`config.mk`:
```
export PLATFORM = sky130hd
export DESIGN_NAME = rpsf_csr
export DESIGN_NICKNAME = d
export VERILOG_FILES = /design/src/rtl/rpsf_pkg.sv /design/src/rtl/rpsf_csr.sv
export SDC_FILE = /design/constraint.sdc
export NUM_CORES = 1
export LEC_CHECK = 0
export ABC_AREA = 1
export BUFFER_PORTS_ARGS = -buffer_cell sky130_fd_sc_hd__clkbuf_2
export CAP_MARGIN = 40
export CORE_MARGIN = 1.5
export CORE_UTILIZATION = 40
export DETAILED_ROUTE_END_ITERATION = 12
export GPL_ROUTABILITY_DRIVEN = 0
export GPL_TIMING_DRIVEN = 0
export HOLD_SLACK_MARGIN = 0.02
export PLACE_DENSITY_LB_ADDON = 0.12
export SYNTH_ARGS = -nofsm -noshare
export SYNTH_HDL_FRONTEND = slang
export SYNTH_SLANG_ARGS = --single-unit
```
`constraint.sdc`:
```
create_clock -name clock -period 4.6 [get_ports clock]
set_clock_uncertainty 0.2 [all_clocks]
set_input_delay 0.69 -clock clock [delete_from_list [all_inputs] [get_ports clock]]
set_output_delay 0.69 -clock clock [all_outputs]
set_load 0.005 [all_outputs]
```
`src/rtl/rpsf_pkg.sv`:
```
// ----------------------------------------------------------------------------
// rpsf_pkg
// Shared types and constants for the pendulum state-feedback controller.
// ----------------------------------------------------------------------------
package rpsf_pkg;

   // encoder resolution; the angle mapping relies on a power of two
   localparam int COUNTS_PER_REV = 2048;

   localparam logic signed [31:0] TWO_PI_Q = 32'sd411775;
   localparam logic signed [31:0] PI_Q     = 32'sd205887;
   localparam logic signed [31:0] ZONE_Q   = 32'sd34315;
   localparam logic signed [63:0] I32_MAX  = 64'sd2147483647;
   localparam logic signed [63:0] I32_MIN  = -64'sd2147483648;

   localparam int unsigned REG_NUM = 8;
   localparam int unsigned ADDR_W  = 5;

   localparam logic [2:0] REG_GAA = 3'd0;
   localparam logic [2:0] REG_GAR = 3'd1;
   localparam logic [2:0] REG_GPA = 3'd2;
   localparam logic [2:0] REG_GPR = 3'd3;
   localparam logic [2:0] REG_AMP = 3'd4;
   localparam logic [2:0] REG_HPR = 3'd5;
   localparam logic [2:0] REG_CO  = 3'd6;
   localparam logic [2:0] REG_LIM = 3'd7;

   typedef struct packed {
      logic signed [15:0] gain_arm_angle;
      logic signed [15:0] gain_arm_rate;
      logic signed [15:0] gain_pend_angle;
      logic signed [15:0] gain_pend_rate;
      logic [19:0]        ref_amplitude;
      logic [15:0]        ref_half_period;
      logic [15:0]        smooth_coeff;
      logic [21:0]        drive_limit;
   } cfg_type;

   typedef struct packed {
      logic [15:0]        motor_word;
      logic signed [20:0] drive_volts;
      logic [9:0]         led_red;
      logic [9:0]         led_green;
      logic [9:0]         led_blue;
      logic               in_zone;
      logic               ref_positive;
   } rsp_type;

   // rounding divide by 2^sh, ties away from zero
   function automatic logic signed [63:0] rshift_round(input logic signed [63:0] v,
                                                     input int sh);
      logic [63:0] mag;
      mag = v[63] ? 64'(-v) : 64'(v);
      mag = (mag + (64'd1 << (sh - 1))) >> sh;
      return v[63] ? -$signed(mag) : $signed(mag);
   endfunction

   function automatic logic signed [63:0] sat32(input logic signed [63:0] v);
      if (v > I32_MAX) return I32_MAX;
      if (v < I32_MIN) return I32_MIN;
      return v;
   endfunction

endpackage

```
`src/rtl/rpsf_csr.sv`:
```
// ----------------------------------------------------------------------------
// rpsf_csr
// Configuration register file behind the APB-style port.
// ----------------------------------------------------------------------------
module rpsf_csr (
   input  logic                   clock,
   input  logic                   reset,
   input  logic                   csr_psel,
   input  logic                   csr_penable,
   input  logic                   csr_pwrite,
   input  logic [rpsf_pkg::ADDR_W-1:0] csr_paddr,
   input  logic [31:0]            csr_pwdata,
   output logic [31:0]            csr_prdata,
   output rpsf_pkg::cfg_type      cfg
);
   import rpsf_pkg::*;
   cfg_type cfg_ff;
   logic    wr_en;
   logic [2:0] idx;

   assign wr_en = csr_psel & csr_penable & csr_pwrite;
   assign idx   = csr_paddr[4:2];
   assign cfg   = cfg_ff;

   always_ff @(posedge clock) begin
      if (reset) begin
         cfg_ff.gain_arm_angle  <= -16'sd436;
         cfg_ff.gain_arm_rate   <= -16'sd200;
         cfg_ff.gain_pend_angle <= 16'sd5015;
         cfg_ff.gain_pend_rate  <= 16'sd372;
         cfg_ff.ref_amplitude   <= 20'd32768;
         cfg_ff.ref_half_period <= 16'd1001;
         cfg_ff.smooth_coeff    <= 16'd62337;
         cfg_ff.drive_limit     <= 22'd983040;
      end else if (wr_en && csr_paddr[1:0] == 2'b00) begin
         case (idx)
            REG_GAA: cfg_ff.gain_arm_angle  <= csr_pwdata[15:0];
            REG_GAR: cfg_ff.gain_arm_rate   <= csr_pwdata[15:0];
            REG_GPA: cfg_ff.gain_pend_angle <= csr_pwdata[15:0];
            REG_GPR: cfg_ff.gain_pend_rate  <= csr_pwdata[15:0];
            REG_AMP: cfg_ff.ref_amplitude   <= csr_pwdata[19:0];
            REG_HPR: cfg_ff.ref_half_period <= csr_pwdata[15:0];
            REG_CO:  cfg_ff.smooth_coeff    <= csr_pwdata[15:0];
            REG_LIM: cfg_ff.drive_limit     <= csr_pwdata[21:0];
            default: ;
         endcase
      end
   end

   always_comb begin
      csr_prdata = '0;
      if (csr_paddr[1:0] == 2'b00) begin
         case (idx)
            REG_GAA: csr_prdata = {{16{cfg_ff.gain_arm_angle[15]}}, cfg_ff.gain_arm_angle};
            REG_GAR: csr_prdata = {{16{cfg_ff.gain_arm_rate[15]}}, cfg_ff.gain_arm_rate};
            REG_GPA: csr_prdata = {{16{cfg_ff.gain_pend_angle[15]}}, cfg_ff.gain_pend_angle};
            REG_GPR: csr_prdata = {{16{cfg_ff.gain_pend_rate[15]}}, cfg_ff.gain_pend_rate};
            REG_AMP: csr_prdata = {12'd0, cfg_ff.ref_amplitude};
            REG_HPR: csr_prdata = {16'd0, cfg_ff.ref_half_period};
            REG_CO:  csr_prdata = {16'd0, cfg_ff.smooth_coeff};
            REG_LIM: csr_prdata = {10'd0, cfg_ff.drive_limit};
            default: csr_prdata = '0;
         endcase
      end
   end
endmodule

```
==> results of run 1 <==
==> power breakdown <==
part	switching (W)	internal, W	leakage [nW]	total, W
combinational	0.000182	0.0000652	2.80	0.000247
sequential	0.00000488	0.00120	1.11	0.00121
clock	0.000517	0.000919	0.302	0.00144
total	0.000704	0.00218	4.22	0.00289
==> synthesized netlist by cell type <==
master    count  area share
nor2_1      218        0.12
o21ai_1       2      0.0015
nand2_4       7       0.012
nor3_1        1     0.00076
nor2_8        1      0.0031
buf_2        18       0.014
a21oi_1      15       0.011
nor2_2        1     0.00096
inv_2         3      0.0017
inv_6         3      0.0040
buf_12        1      0.0031
dfxtp_1     138        0.42
clkbuf_1     26       0.015
buf_4        11       0.013
o211ai_1      1      0.0011
clkbuf_2      4      0.0031
nand3_1      71       0.054
clkinv_2      2      0.0015
nand2_2       1     0.00096
nand4_1      80       0.076
buf_6        10       0.017
nor2_4        1      0.0017
buf_8         3      0.0069
nand2_1     173       0.099
buf_1         5      0.0029
inv_4         2      0.0019
inv_1        37       0.021
o21ai_0     112       0.086
==> final cells by class <==
| cell class | instances | area (µm²) | share of cell area |
|---|---|---|---|
| multi-input cells | 684 | 3104 | 0.3679 |
| clock inverters | 7 | 112.6 | 0.01335 |
| well taps | 216 | 270.3 | 0.03203 |
| plain buffers | 78 | 486.7 | 0.05768 |
| flip-flops and latches | 138 | 2763 | 0.3274 |
| inverters | 47 | 198.9 | 0.02358 |
| clock buffers | 24 | 501.7 | 0.05946 |
| repair buffers | 200 | 1001 | 0.1186 |
==> critical path: cells and delay by family <==
kind / cells / cell delay [ns]
and+or+nand+nor: 5 / 1.03
buffers and inverters: 5 / 0.72
==> per-layer routing <==
| metal | wire length, µm | global-route usage | share of wire | vias to the layer above |
|---|---|---|---|---|
| li1 | - | - | - | 3557 |
| met1 | 11390 | 0.4186 | 0.42 | 3440 |
| met2 | 12090 | 0.4866 | 0.45 | 389 |
| met3 | 2311 | 0.06352 | 0.086 | 72 |
| met4 | 1142 | 0.1513 | 0.042 | 0 |
| met5 | 0 | 0 | 0 | - |
==> cell families (layout without fill, tap and decap cells) <==
| group | after synthesis | count (layout) | synth area share |
|---|---|---|---|
| DFF | 138 | 138 | 0.4216 |
| buffers and inverters | 125 | 356 | 0.1046 |
| and+or+nand+nor | 554 | 554 | 0.3741 |
| AOI/OAI and AO/OA | 130 | 130 | 0.09968 |
==> path summary, 6_finish.rpt <==
check / to / start
worst max-delay path: csr_prdata[27] / csr_paddr[3]
worst min-delay path: cfg[17]$_SDFFE_PP1P_ / csr_pwdata[17]
worst max register to register: cfg[16]$_SDFFE_PP1P_ / cfg[16]$_SDFFE_PP1P_
worst min register to register: cfg[79]$_SDFFE_PP1P_ / cfg[79]$_SDFFE_PP1P_
==> stage by stage <==
step,hold slack [ns],instances,total power (W),utilization,worst slack [ns]
floorplan,0.2823,947,0.001353,-,1.957
global placement,0.2823,1363,0.001467,0.4907,1.338
detailed placement,0.2868,1363,0.001469,0.4907,1.334
CTS,0.2869,1394,0.002884,0.5293,1.321
global route,0.3033,1394,0.002965,0.5293,1.185
finish,0.2902,1394,0.002889,0.5293,1.265
==> results.md, run 1 <==
* Slew margin rel. at 0.5428
* Final Hold Fails at 0
* Post-route cell area at 8438 µm²
* Avg Cell Area, Syn at 6.919 µm²
* FF-to-FF path depth at 2
* Number of sinks on the clock net at 138
* Leakage power at 4.216 nW
* Total Wirelength at 26940 µm
* # IOs at 212
* PwrDens at 342.3 nW/µm²
* Cts bufs inserted at 17
* Status: completed
* Post-synthesis register bit count at 138
* Max reg flops at 138
* Most frequent cells in the layout: nor2_1 (218), clkbuf_2 (204), nand2_1 (173), dfxtp_1 (138), o21ai_0 (112)
* DRC Markers at 0
* N_diodes at 0
* Number of global-route vias before repair at 6569
* Share of cells above drive strength 1 at 0.2521
* Worst-path clk slew at 0.06 ns
* Max Slew Vio Count at 0
* Clk root buf: clkbuf_16
* GRT Overall Usage at 0.3142
* Critical Path Source Type: input pin
* Critical path arrival at 2.45 ns
* GR Overflow Total at 0
* Core ar. at 15940 µm²
* Critical path's largest stage delay at 0.46 ns
* Post-synthesis cell count at 947
* Most common cell after layout, fill and taps aside: nor2_1
* Fmax at 299.8 MHz
* Initial antenna violation count at 0
* Sequential fraction of the synthesis area at 0.4216
* Post-layout min period at 3.335 ns
* Crit-path cells: clkbuf_2 > buf_4 > nand3_1 > nor2_1 > nor2_1 > nand2_1 > nand2_1 > inv_1 > buf_4 > clkbuf_2
* Post-route setup TNS at 0 ns
* DP Wirelength at 19880 µm
* Cell Area, Synth at 6553 µm²
* Final setup vio count at 0
* Post-CTS Setup Bufs at 0
* I/O Buffers at 200
* Post-route ant nets at 0
* First-pass GRT wire length at 38650 µm
* Vias per Instance at 5.350
* Slew @ Worst Pin at 0.6858 ns
* Layout fillers at 1662
* CP Capture Type: output port
* # rows at 46
* Netlist cell types at 28
* Synth Net Count at 989
* R2r setup slk at 3.75 ns
* Die Footprint at 17160 µm²
* Yosys warning total at 0
* RSZ-0062 raised after global routing: false
* Setup CP Type: input pin to output port
* TritonCTS clock tree: yes
* CTS H-tree depth at 4
* Worst VDD drop at 264.4 µV
* Critical Path RT at 3.71 ns
* Die width at 131.0 µm
* Hold WC Path Type: input pin to flop
* Hold path depth at 3
* CP max stage cell: nor2_1
* Nets at 1208
* Area Overhead vs Synth at 28.78%
* Post-cts gate resize count at 0
* Max-cap viol count at 0
* Largest net degree at the start of global routing at 17
* Via count at 7458
* DR iter-0 viols at 786
* WL per Instance at 19.32 µm
* CTS Hold Buffers Added at 0
* Placed Area at 7824 µm²
* Insertion delay to the later sink of the worst-skew pair at 0.42 ns
* Initial Util at 0.4110
* Die Height at 131.0 µm
* Crit-path max FO at 10
* Tcrit/Tclk final at 0.7251
* CTS Buffer Depth at 2
* DR pass1 iterations at 5
Power figures use the tool's default switching activity.
==> run 2: changes to the inputs <==
==> constraint.sdc (replaced) <==
create_clock -name clock -period 2.9 [get_ports clock]
set_clock_uncertainty 0.2 [all_clocks]
set_input_delay 0.435 -clock clock [delete_from_list [all_inputs] [get_ports clock]]
set_output_delay 0.435 -clock clock [all_outputs]
set_load 0.005 [all_outputs]
==> run 2 against run 1 <==
Compared with the run above: final area about the same; largest cell class unchanged; via count about the same; die area unchanged; worst hold slack worse by 0.25 ns; count of clock-buffer cells in the layout unchanged; non-clock buffer count unchanged; total power up 59%.
==> results.md, run 2 (synthesized netlist as in run 1, its figures left out) <==
* Max Slew Vio Count at 0
* Slew @ Worst Pin at 0.7137 ns
* Routing usage on met2 at 0.4866
* Hold WC Path Type: input pin to flop
* N_diodes at 0
* CP Capture Type: output port
* Die Footprint at 17160 µm²
* First-pass GRT wire length at 38650 µm
* Worst-path clk slew at 0.06 ns
* Area Overhead vs Synth at 28.81%
* RSZ-0062 raised after global routing: false
* Via count at 7461
* Max-cap viol count at 0
* Post-route ant nets at 0
* Largest net degree at the start of global routing at 17
* Max reg flops at 138
* Post-layout min period at 2.687 ns
* DP Wirelength at 19880 µm
* Status: completed
* M3 GR Usage at 0.06352
* Most frequent cells in the layout: nor2_1 (217), clkbuf_2 (204), nand2_1 (173), dfxtp_1 (138), o21ai_0 (112)
* CTS H-tree depth at 4
* Initial antenna violation count at 0
* Crit-path cells: clkbuf_2 > buf_4 > nand3_1 > nor2_1 > nor2_2 > nand2_1 > nand2_1 > inv_1 > buf_4 > clkbuf_2
* Die Height at 131.0 µm
* Critical path arrival at 2.05 ns
* GRT Overall Usage at 0.3142
* Number of sinks on the clock net at 138
* # rows at 46
* Critical Path RT at 2.27 ns
* Worst VDD drop at 419.7 µV
* GR Overflow Total at 0
* Die width at 131.0 µm
* Nets at 1208
* Clk root buf: clkbuf_16
* Setup CP Type: input pin to output port
* WL per Instance at 19.32 µm
* Cts bufs inserted at 17
* Fmax at 372.2 MHz
* Place WS at 0.1439 ns
* Finished Layout Cells at 1394
* Number of global-route vias before repair at 6569
* Seq. cell area at 2763 µm²
* Core Util, Final at 0.5294
* Setup ws final at 0.2130 ns
* Share of cells above drive strength 1 at 0.2530
* # IOs at 212
* Met1 Usage GRT at 0.4186
* Placed Instances at 1363
* Initial Util at 0.4110
* Insertion delay to the later sink of the worst-skew pair at 0.42 ns
* Post-route setup TNS at 0 ns
* I/O Buffers at 200
* Multi-input logic area at 3107 µm²
* DR iter-0 viols at 776
* Final setup vio count at 0
* Layout fillers at 1661
* Slew margin rel. at 0.5242
* Most common cell after layout, fill and taps aside: nor2_1
* Busiest grt layer: met2
* PwrDens at 542.8 nW/µm²
* DR pass1 iterations at 6
* Crit path max-delay family: simple AND/OR/NAND/NOR gates
* CP max stage cell: nor2_2
* Tcrit/Tclk final at 0.9266
* TritonCTS clock tree: yes
* CTS Buffer Depth at 2
* CP Buf/Inv Count at 5
* Leakage power at 4.217 nW
* Critical path's largest stage delay at 0.32 ns
* Total Wirelength at 26930 µm
* Critical Path Source Type: input pin
* Vias per Instance at 5.352
* Final Hold Fails at 0
* Core ar. at 15940 µm²
* DRC Markers at 0
* Crit-path max FO at 10
==> run 2: routing by layer <==
layer	part of all wire	routed length, µm
met4	0.043	1147
met2	0.45	12080
met1	0.42	11210
met3	0.092	2490
met5	0	0
==> run 2: worst reg2reg max path, stage by stage (launching register included) <==
cell,delay (ns)
dfxtp_1,0.34
nand2_1,0.08
nand3_1,0.08
==> run 2: report_power, final <==
| part | total, W | internal, W | switching [W] | leakage [nW] |
|---|---|---|---|---|
| Sequential | 0.00191 | 0.00190 | 0.00000774 | 1.11 |
| Combinational | 0.000392 | 0.000103 | 0.000288 | 2.80 |
| Clock | 0.00228 | 0.00146 | 0.000820 | 0.302 |
| Total | 0.00458 | 0.00347 | 0.00112 | 4.22 |
==> run 2: repair_timing <==
action / in CTS / in global routing
endpoints found under the setup margin: 0 / 5
resized for setup: 0 / 1
hold buffers: 0 / 0
setup buffers: 0 / 0
==> run 2: area by class of cell <==
cell class              count  share of cell area
well taps                 216             0.03202
flip-flops and latches    138              0.3273
multi-input cells         684              0.3681
inverters                  47             0.02357
repair buffers            200              0.1186
plain buffers              78             0.05766
clock buffers              24             0.05944
clock inverters             7             0.01334
==> run 2: worst paths after layout <==
path                              from                   end  slack, ns  cells past startpoint
hold reg to reg   cfg[79]$_SDFFE_PP1P_  cfg[79]$_SDFFE_PP1P_       0.30                      2
hold / removal          csr_pwdata[17]  cfg[17]$_SDFFE_PP1P_       0.04                      3
setup reg to reg  cfg[16]$_SDFFE_PP1P_  cfg[16]$_SDFFE_PP1P_       2.05                      2
setup / recovery          csr_paddr[3]        csr_prdata[27]       0.21                     10
==> run 2: stage by stage <==
step | power, W | area (µm²) | hold WS, ns
after global placement | 0.002327 | 7824 | 0.2823
after CTS | 0.004575 | 8438 | 0.03186
final | 0.004582 | 8441 | 0.03572
after detailed placement | 0.002330 | 7824 | 0.2868
after floorplan | 0.002147 | 6553 | 0.2823
after global routing | 0.004703 | 8441 | 0.04829
==> run 3: changes to the inputs <==
--- a/config.mk
+++ b/config.mk
@@ -9,7 +9,7 @@
 export BUFFER_PORTS_ARGS = -buffer_cell sky130_fd_sc_hd__clkbuf_2
 export CAP_MARGIN = 40
 export CORE_MARGIN = 1.5
-export CORE_UTILIZATION = 40
+export CORE_UTILIZATION = 46
 export DETAILED_ROUTE_END_ITERATION = 12
 export GPL_ROUTABILITY_DRIVEN = 0
 export GPL_TIMING_DRIVEN = 0
==> run 3 against run 2 <==
Compared with the run above: global-route usage rose by 3.7 points; sequential power barely moved; sequential cell count did not move; worst hold slack got worse by 0.0023 ns; clock power fell by 7%; largest power group unchanged.
==> results.md, run 3 (synthesized netlist as in run 1, its figures left out) <==
* Max-cap viol count at 0
* Number of sinks on the clock net at 138
* CTS H-tree depth at 4
* WL per Instance at 19.13 µm
* Critical Path Source Type: input pin
* Post-cts gate resize count at 0
* N_diodes at 0
* CTS Hold Buffers Added at 0
* # IOs at 212
* Max Slew Vio Count at 0
* GRT Overall Usage at 0.3508
* Post-route setup TNS at 0 ns
* Total Wirelength at 26000 µm
* Area Overhead vs Synth at 27.40%
* Nets at 1208
* Final Hold Fails at 0
* Most frequent cells in the layout: nor2_1 (218), clkbuf_2 (204), nand2_1 (173), dfxtp_1 (138), o21ai_0 (112)
* First-pass GRT wire length at 38210 µm
* Cts bufs inserted at 17
* Die Height at 122.4 µm
* Number of global-route vias before repair at 6753
* Slew @ Worst Pin at 0.6901 ns
* CP Capture Type: output port
* Insertion delay to the later sink of the worst-skew pair at 0.43 ns
* DR iter-0 viols at 763
* TritonCTS clock tree: yes
* Multi-input logic area at 3104 µm²
* Critical Path RT at 2.27 ns
* Worst VDD drop at 462.5 µV
* DP Wirelength at 19020 µm
* Most common cell after layout, fill and taps aside: nor2_1
* Status: completed
* Fmax at 361.9 MHz
* I/O Buffers at 200
* Core ar. at 13880 µm²
* # rows at 43
* Die Footprint at 14970 µm²
* Crit-path cells: clkbuf_2 > buf_4 > nand3_1 > nor2_1 > nor2_1 > nand2_1 > nand2_1 > inv_1 > buf_4 > clkbuf_2
* Layout fillers at 1366
* Final setup vio count at 0
* Critical path arrival at 2.13 ns
* Initial Util at 0.4721
* Clk root buf: clkbuf_16
* Worst-path clk slew at 0.05 ns
* Crit path max-delay family: simple AND/OR/NAND/NOR gates
* Max reg flops at 138
* Via count at 7504
* Initial antenna violation count at 0
* Leakage power at 4.201 nW
* Post-layout min period at 2.764 ns
* DR pass1 iterations at 5
* Core Util, Final at 0.6014
* CP Buf/Inv Count at 5
* Critical path's largest stage delay at 0.43 ns
* CTS Buffer Depth at 2
* Die width at 122.4 µm
* RSZ-0062 raised after global routing: false
* Crit-path max FO at 10
* Hold WC Path Type: input pin to flop
* Post-route ant nets at 0
* Seq. cell area at 2763 µm²
* Slew margin rel. at 0.5400
* DRC Markers at 0
* GR Overflow Total at 0
* Share of cells above drive strength 1 at 0.2519
* CP max stage cell: nor2_1
* Largest net degree at the start of global routing at 17
* Tcrit/Tclk final at 0.9529
* PwrDens at 527.8 nW/µm²
* Vias per Instance at 5.522
* Setup CP Type: input pin to output port
* Post-CTS Setup Bufs at 0
-- run 3: path summary, 6_finish.rpt --
kind | startpoint | end | slack (ns) | depth (start not counted)
hold / removal | csr_pwdata[17] | cfg[17]$_SDFFE_PP1P_ | 0.03 | 3
setup reg to reg | cfg[37]$_SDFFE_PP1P_ | cfg[37]$_SDFFE_PP1P_ | 2.02 | 2
hold reg to reg | cfg[132]$_SDFFE_PP1P_ | cfg[132]$_SDFFE_PP1P_ | 0.29 | 2
setup / recovery | csr_paddr[3] | csr_prdata[31] | 0.14 | 10
-- run 3: where the power goes --
part	total [W]	switching, W	internal (W)
Sequential	0.00191	0.00000761	0.00190
Clock	0.00211	0.000822	0.00129
Combinational	0.000386	0.000282	0.000103
-- run 3: through the flow --
stage	worst slack (ns)	cells	power, W	area [µm²]	hold slack (ns)
2_1_floorplan	0.7673	947	0.002147	6553	0.2823
3_3_place_gp	0.1805	1327	0.002322	7779	0.2803
3_5_place_dp	0.1772	1327	0.002324	7779	0.2809
4_1_cts	0.1733	1359	0.004388	8348	0.02293
5_1_grt	0.02063	1359	0.004511	8348	0.03525
6_report	0.1365	1359	0.004406	8348	0.03346
-- run 3: layout make-up --
| class | count | area share |
|---|---|---|
| clock inverter | 7 | 0.007644 |
| buffer | 78 | 0.05830 |
| clock buffer | 25 | 0.06055 |
| tap | 180 | 0.02698 |
| sequential | 138 | 0.3309 |
| multi-input combinational | 684 | 0.3719 |
| inverter | 47 | 0.02383 |
| timing repair buffer | 200 | 0.1199 |
-- run 3: tightest hold or removal path, cell delays in order --
cell and delay [ns]:
clkbuf_2 0.09, nand2_1 0.05, nand3_1 0.05
-- run 3: per-layer routing --
layer / up-vias / part of all wire / GRT usage
met5: - / 0 / 0
met4: 0 / 0.064 / 0.2202
met3: 121 / 0.091 / 0.06645
met2: 416 / 0.44 / 0.5300
met1: 3399 / 0.41 / 0.4608
li1: 3568 / - / -
